[src/hdl/shl_pkg.sv]
// shared types, codes and sizes for the sorted handle list
package shl_pkg;

    // list size and derived widths
    localparam int DEPTH = 16;
    localparam int IDX_W = $clog2(DEPTH);
    localparam int CNT_W = $clog2(DEPTH + 1);

    // field widths
    localparam int OP_W     = 2;
    localparam int HANDLE_W = 8;
    localparam int KEY_W    = 8;
    localparam int POS_W    = 4;
    localparam int STATUS_W = 2;
    localparam int COUNT_W  = 5;

    // opcodes
    localparam logic [OP_W-1:0] OP_INSERT = 2'd0;
    localparam logic [OP_W-1:0] OP_REMOVE = 2'd1;
    localparam logic [OP_W-1:0] OP_READ   = 2'd2;
    localparam logic [OP_W-1:0] OP_CLEAR  = 2'd3;

    // status codes
    localparam logic [STATUS_W-1:0] ST_OK        = 2'd0;
    localparam logic [STATUS_W-1:0] ST_FULL      = 2'd1;
    localparam logic [STATUS_W-1:0] ST_NOT_FOUND = 2'd2;

    // entry count of a full list as it shows on the 5-bit count port
    localparam logic [COUNT_W-1:0] FULL_COUNT = COUNT_W'(DEPTH);

    // one slot of the list
    typedef struct packed {
        logic                valid;
        logic [HANDLE_W-1:0] handle;
        logic [KEY_W-1:0]    key;
    } entry_t;

    // command broadcast to every cell
    typedef struct packed {
        logic                ins_en;
        logic                rem_en;
        logic                clr_en;
        logic [HANDLE_W-1:0] handle;
        logic [KEY_W-1:0]    key;
    } cmd_t;

endpackage

[src/hdl/shl_cell.sv]
// one slot of the sorted list with its insert and remove compare
module shl_cell
    import shl_pkg::*;
(
    input  logic   clk,
    input  logic   rst_n,
    input  cmd_t   cmd,
    input  entry_t left_entry,
    input  logic   left_keep,
    input  entry_t right_entry,
    input  logic   found_in,
    output entry_t entry,
    output logic   keep,
    output logic   found_out
);

    logic                valid_reg;
    logic                valid_next;
    logic [HANDLE_W-1:0] handle_reg;
    logic [HANDLE_W-1:0] handle_next;
    logic [KEY_W-1:0]    key_reg;
    logic [KEY_W-1:0]    key_next;
    logic                match;

    // compares against the broadcast key and handle
    assign keep      = valid_reg && (key_reg <= cmd.key);
    assign match     = valid_reg && (key_reg == cmd.key) && (handle_reg == cmd.handle);
    assign found_out = found_in || match;

    assign entry.valid  = valid_reg;
    assign entry.handle = handle_reg;
    assign entry.key    = key_reg;

    // next slot contents
    always_comb
    begin
        valid_next  = valid_reg;
        handle_next = handle_reg;
        key_next    = key_reg;
        if (cmd.clr_en)
        begin
            valid_next  = 1'b0;
            handle_next = '0;
            key_next    = '0;
        end
        else if (cmd.ins_en && !keep)
        begin
            if (left_keep)
            begin
                valid_next  = 1'b1;
                handle_next = cmd.handle;
                key_next    = cmd.key;
            end
            else
            begin
                valid_next  = left_entry.valid;
                handle_next = left_entry.handle;
                key_next    = left_entry.key;
            end
        end
        else if (cmd.rem_en && found_out)
        begin
            valid_next  = right_entry.valid;
            handle_next = right_entry.handle;
            key_next    = right_entry.key;
        end
    end

    // valid flag
    always_ff @(posedge clk or negedge rst_n)
    begin
        if (!rst_n)
        begin
            valid_reg <= 1'b0;
        end
        else
        begin
            valid_reg <= valid_next;
        end
    end

    // slot payload
    always_ff @(posedge clk)
    begin
        handle_reg <= handle_next;
        key_reg    <= key_next;
    end

endmodule

[src/hdl/sorted_handle_list.sv]
// Sorted handle list: a packed list of up to DEPTH (handle, key) entries kept
// in ascending key order, built as a row of slot cells that each compare the
// request against their own entry and take their neighbor's entry to shift.
// A request is taken at any clock edge where start is high; busy stays low,
// so a new request may follow in every cycle. Every request, insert, remove,
// read or clear, is handled alike: the cells update at the accepting edge and
// the result shows with done high in the following cycle, for that cycle
// only. The receiver cannot stall the result. An insert lands after all
// entries of equal key; an insert into a full list reports full, a remove of
// an absent entry reports not found, and entry_count gives the fill level
// after the request.
module sorted_handle_list
    import shl_pkg::*;
(
    input  logic                clk,
    input  logic                rst_n,
    input  logic                start,
    output logic                busy,
    input  logic [OP_W-1:0]     opcode,
    input  logic [HANDLE_W-1:0] handle,
    input  logic [KEY_W-1:0]    sort_key,
    input  logic [POS_W-1:0]    position,
    output logic                done,
    output logic [STATUS_W-1:0] status,
    output logic [HANDLE_W-1:0] read_handle,
    output logic [KEY_W-1:0]    read_key,
    output logic                read_valid,
    output logic [COUNT_W-1:0]  entry_count
);

    logic                      accept;
    logic                      full;
    logic                      found_any;
    cmd_t                      cmd;
    entry_t                    ent   [DEPTH];
    logic                      keep  [DEPTH];
    logic                      found [DEPTH];
    logic [IDX_W+POS_W-1:0]    pos_ext;
    logic                      pos_in_range;
    entry_t                    rd_entry;
    logic                      done_reg;
    logic [STATUS_W-1:0]       status_reg;
    logic [STATUS_W-1:0]       status_next;
    logic [HANDLE_W-1:0]       rd_handle_reg;
    logic [HANDLE_W-1:0]       rd_handle_next;
    logic [KEY_W-1:0]          rd_key_reg;
    logic [KEY_W-1:0]          rd_key_next;
    logic                      rd_valid_reg;
    logic                      rd_valid_next;
    logic [CNT_W-1:0]          cnt_reg;
    logic [CNT_W-1:0]          cnt_next;
    logic [CNT_W+COUNT_W-1:0]  cnt_wide;

    assign busy   = 1'b0;
    assign accept = start && !busy;

    // list state seen at the tail of the chain
    assign full      = ent[DEPTH-1].valid;
    assign found_any = found[DEPTH-1];

    // request broadcast to the cells
    assign cmd.ins_en = accept && (opcode == OP_INSERT) && !full;
    assign cmd.rem_en = accept && (opcode == OP_REMOVE);
    assign cmd.clr_en = accept && (opcode == OP_CLEAR);
    assign cmd.handle = handle;
    assign cmd.key    = sort_key;

    // row of slot cells
    genvar gi;
    generate
        for (gi = 0; gi < DEPTH; gi++)
        begin : g_cell
            entry_t left_e;
            entry_t right_e;
            logic   left_k;
            logic   f_in;

            if (gi == 0)
            begin : g_head
                assign left_e = '0;
                assign left_k = 1'b1;
                assign f_in   = 1'b0;
            end
            else
            begin : g_mid
                assign left_e = ent[gi-1];
                assign left_k = keep[gi-1];
                assign f_in   = found[gi-1];
            end

            if (gi == DEPTH - 1)
            begin : g_tail
                assign right_e = '0;
            end
            else
            begin : g_body
                assign right_e = ent[gi+1];
            end

            shl_cell u_cell (
                .clk         (clk),
                .rst_n       (rst_n),
                .cmd         (cmd),
                .left_entry  (left_e),
                .left_keep   (left_k),
                .right_entry (right_e),
                .found_in    (f_in),
                .entry       (ent[gi]),
                .keep        (keep[gi]),
                .found_out   (found[gi])
            );
        end
    endgenerate

    // read port select
    assign pos_ext      = {{IDX_W{1'b0}}, position};
    assign pos_in_range = (pos_ext < (IDX_W+POS_W)'(DEPTH));
    assign rd_entry     = ent[pos_ext[IDX_W-1:0]];

    // result and count for the request
    always_comb
    begin
        status_next    = ST_OK;
        rd_handle_next = '0;
        rd_key_next    = '0;
        rd_valid_next  = 1'b0;
        cnt_next       = cnt_reg;
        case (opcode)
            OP_INSERT:
            begin
                if (full)
                begin
                    status_next = ST_FULL;
                end
                else
                begin
                    cnt_next = cnt_reg + 1'b1;
                end
            end
            OP_REMOVE:
            begin
                if (found_any)
                begin
                    cnt_next = cnt_reg - 1'b1;
                end
                else
                begin
                    status_next = ST_NOT_FOUND;
                end
            end
            OP_READ:
            begin
                if (pos_in_range && rd_entry.valid)
                begin
                    rd_handle_next = rd_entry.handle;
                    rd_key_next    = rd_entry.key;
                    rd_valid_next  = 1'b1;
                end
            end
            default:
            begin
                cnt_next = '0;
            end
        endcase
    end

    // control registers
    always_ff @(posedge clk or negedge rst_n)
    begin
        if (!rst_n)
        begin
            done_reg <= 1'b0;
            cnt_reg  <= '0;
        end
        else
        begin
            done_reg <= accept;
            if (accept)
            begin
                cnt_reg <= cnt_next;
            end
        end
    end

    // result payload
    always_ff @(posedge clk)
    begin
        if (accept)
        begin
            status_reg    <= status_next;
            rd_handle_reg <= rd_handle_next;
            rd_key_reg    <= rd_key_next;
            rd_valid_reg  <= rd_valid_next;
        end
    end

    // count on the port is masked to its width
    assign cnt_wide = {{COUNT_W{1'b0}}, cnt_reg};

    assign done        = done_reg;
    assign status      = status_reg;
    assign read_handle = rd_handle_reg;
    assign read_key    = rd_key_reg;
    assign read_valid  = rd_valid_reg;
    assign entry_count = cnt_wide[COUNT_W-1:0];

endmodule

[config.mk]
export PLATFORM = sky130hd
export DESIGN_NAME = sorted_handle_list
export DESIGN_NICKNAME = d
export VERILOG_FILES = /design/src/hdl/shl_pkg.sv /design/src/hdl/shl_cell.sv /design/src/hdl/sorted_handle_list.sv
export SDC_FILE = /design/constraint.sdc
export NUM_CORES = 1
export LEC_CHECK = 0
export BUFFER_PORTS_ARGS = -buffer_cell sky130_fd_sc_hd__clkbuf_2
export CORE_MARGIN = 5
export CORE_UTILIZATION = 68
export DETAILED_ROUTE_END_ITERATION = 8
export PLACE_DENSITY = 0.89
export RECOVER_POWER = 50
export REMOVE_ABC_BUFFERS = 1
export SYNTH_ARGS = -nofsm -noshare
export SYNTH_HDL_FRONTEND = slang
export SYNTH_SLANG_ARGS = --single-unit
[constraint.sdc]
create_clock -name clk -period 6.6 [get_ports clk]
set_clock_uncertainty 0.15 [all_clocks]
set_input_delay 0.99 -clock clk [delete_from_list [all_inputs] [get_ports clk]]
set_output_delay 0.99 -clock clk [all_outputs]
set_load 0.005 [all_outputs]
==> impl_metrics.ini <==
[layout]
nNetsFinal = 2455
post-route-util_pct = 73.4
insertedDiodeCount = 0
area_delta_synth_final_pct = 6.41
fin_cells = 2774
drive_gt1_share_pct = 15.7

[power]
swShare_pct = 41.5
pwr-share-comb_pct = 42.9
intPower_mw = 5.81
power_density_nw_per_um2 = 415
power_frac_clock_pct = 20.7
p_sw_mw = 4.12
p_leak_nw = 9.56
seq_power_share_pct = 36.4
ir_drop_v = 0.000258

[critical_path]
worst_setup_path_start_kind = input pin
worst_ep_arrival_time_ps = 5870
critPathCaptureType = flop
worstPathRequired_ps = 6820
critPathKind = input pin to flop
cp_max_fo = 17

[synth]
yosysWarnings = 0
yosysTopAreaCell = dfxtp_1
synth_xor_area_share_pct = 5.41
yosys-top-cells-area = dfxtp_1, mux2i_1, mux4_2
synth_top_family_by_area = multiplexers
synthSimpleGateAreaFrac_pct = 11.3
synthFlopType = dfxtp_1
syn_area_per_cell_um2 = 9.51
synth_mux_area_share_pct = 27.1
synth_edf_count = 19
ys_seq_area_share_pct = 27.8
yosys_register_bits = 297
syn_inst = 2366
synth.most_common_cell = mux2i_1
synth-compound-area-share_pct = 16.6
synthArstFlopShare_pct = 7.41
synth_fa_ha_area_share_pct = 6.93
yosysUniqueCellTypes = 85
syn-cell-area_um2 = 22500
synthTopCellsByCount = mux2i_1, dfxtp_1, a21oi_1, nand2_1, clkbuf_1
synth_top_area_share_pct = 22.8

[routing]
drc_errors = 0
vias_per_cell = 7.37
drt_iter0_drc = 2624
firstDrtPassIters = 8
wl_per_cell_um = 26.5
drt-total-wl_mm = 73.5
final_antenna_net_count = 0
vias = 20400

[clocking]
cts.htree.levels = 2
postCtsHoldBufs = 0
clk_pin_slew_ps = 60
cts_root_buffer = clkbuf_16
cts.repair.resized = 0
insertion_delay_ps = 540
cts_setup_buffers = 0
cts_max_path_buffers = 3
cts_buffers = 36
clock-sinks = 297
cts_tree = built

[sta]
fin_tns_setup_ps = 0
fmax_mhz = 177
worst_slack_ps = 954
rsz0062_at_grt = no
maxSlewViolCount = 126
post-route-period-util_pct = 85.5
worst_slew_pin_slew_ps = 3160
hold_ws_ps = 380
fin_crit_ps = 5650
finalHoldViolCount = 0
setup_viol = 0
relSlewSlack_pct = -111

[placed_design]
portBuffers = 49
placed_cells = 2710
gp_congestion = 1.01
dpl_worst_slack_ps = 1250
hpwlAfterDp_mm = 52.8

[worst_hold_path]
hp-class = flop to flop

[outcome]
status = finished, violations left
violations = capacitance limit, slew limit

[floorplan]
start_util_pct = 69.0
fp.dieW_um = 192
rows = 66
placeableCoreArea_um2 = 32600
die-area_um2 = 36800
chipHeight_um = 192
io_pins = 51

[grt]
antenna_found_initial = 1
grt_pass1_wl_mm = 115
grt_max_degree = 72
globalRoute.totalOverflow = 0
grt_pass1_vias = 20400
grtUsageTotal_pct = 39.4

[flow_run]
cap_violations = 5
[cell families (layout without fill, tap and decap cells)]
| kind of cell | count (synthesis) | in the layout |
|---|---|---|
| adders and majority gates | 124 | 124 |
| AOI/OAI and AO/OA | 578 | 578 |
| buffers and inverters | 240 | 206 |
| DFF | 297 | 297 |
| muxes | 486 | 486 |
| and+or+nand+nor | 501 | 501 |
| other | 1 | 1 |
| xor gates and xnor gates | 139 | 139 |
[layout by cell type, fill, tap and decap left out, types with 42 or more instances in the layout]
master	synthesis	routed
mux2_2	103	103
xnor2_1	52	52
nand2_1	131	132
buf_4	12	42
ha_1	123	123
mux2i_1	290	290
inv_1	45	45
xor2_1	87	87
dfxtp_1	256	256
nand3_1	64	63
mux4_2	85	85
o21ai_0	124	124
a211oi_1	69	69
a21oi_1	195	189
nor2_1	87	84
nand4_1	45	45
[layout make-up]
class	count	area [um2]
clock inverter	15	178
sequential	297	6250
clock buffer	49	1020
fill	2293	8680
timing repair buffer	95	543
multi-input combinational	1829	15200
inverter	47	176
tap	442	553
[layer usage]
| layer | part of all wire [%] | GRT usage [%] | up-vias |
|---|---|---|---|
| li1 | - | - | 8812 |
| met1 | 37 | 50.2 | 9724 |
| met2 | 46 | 63.9 | 1509 |
| met3 | 11 | 7.02 | 392 |
| met4 | 6.3 | 21.1 | 0 |
| met5 | 0 | 0 | - |
[critical path, cell delays in order]
cell and delay, ps:
clkbuf_1 620, inv_1 590, clkbuf_1 310, ha_1 340, nand4_1 80, or2_0 370, nor4_1 1170, nor4_4 220
a21oi_4 740, mux2i_1 310, a21oi_1 90
[power groups by stage]
stage          logic, mW  registers [mW]  clock network, mW
2_1_floorplan       3.17            3.12                  0
4_1_cts             4.17            3.54               2.05
6_report            4.26            3.62               2.06
5_1_grt             4.60            3.68               2.14
3_3_place_gp        3.93            3.52                  0
3_5_place_dp        4.12            3.57                  0
[final timing paths]
kind	start	endpoint	slack [ps]	cells after the start
max	sort_key[3]	g_cell[10].u_cell.handle_reg[1]	950	11
min	g_cell[0].u_cell.handle_reg[6]	g_cell[0].u_cell.handle_reg[6]	380	2
max reg2reg	g_cell[1].u_cell.key_reg[2]	g_cell[15].u_cell.key_reg[4]	2430	10
min reg2reg	g_cell[0].u_cell.handle_reg[6]	g_cell[0].u_cell.handle_reg[6]	380	2
max in group asynchronous	rst_n	g_cell[7].u_cell.valid_reg	4470	1
min in group asynchronous	rst_n	done	790	1
[through the flow]
stage	power, mW	area [um2]
after floorplan	6.29	21600
after detailed placement	7.69	22800
after global placement	7.44	22800
final	9.94	23900
after CTS	9.76	24000
after global routing	10.4	23900
Power figures use the tool's default switching activity.
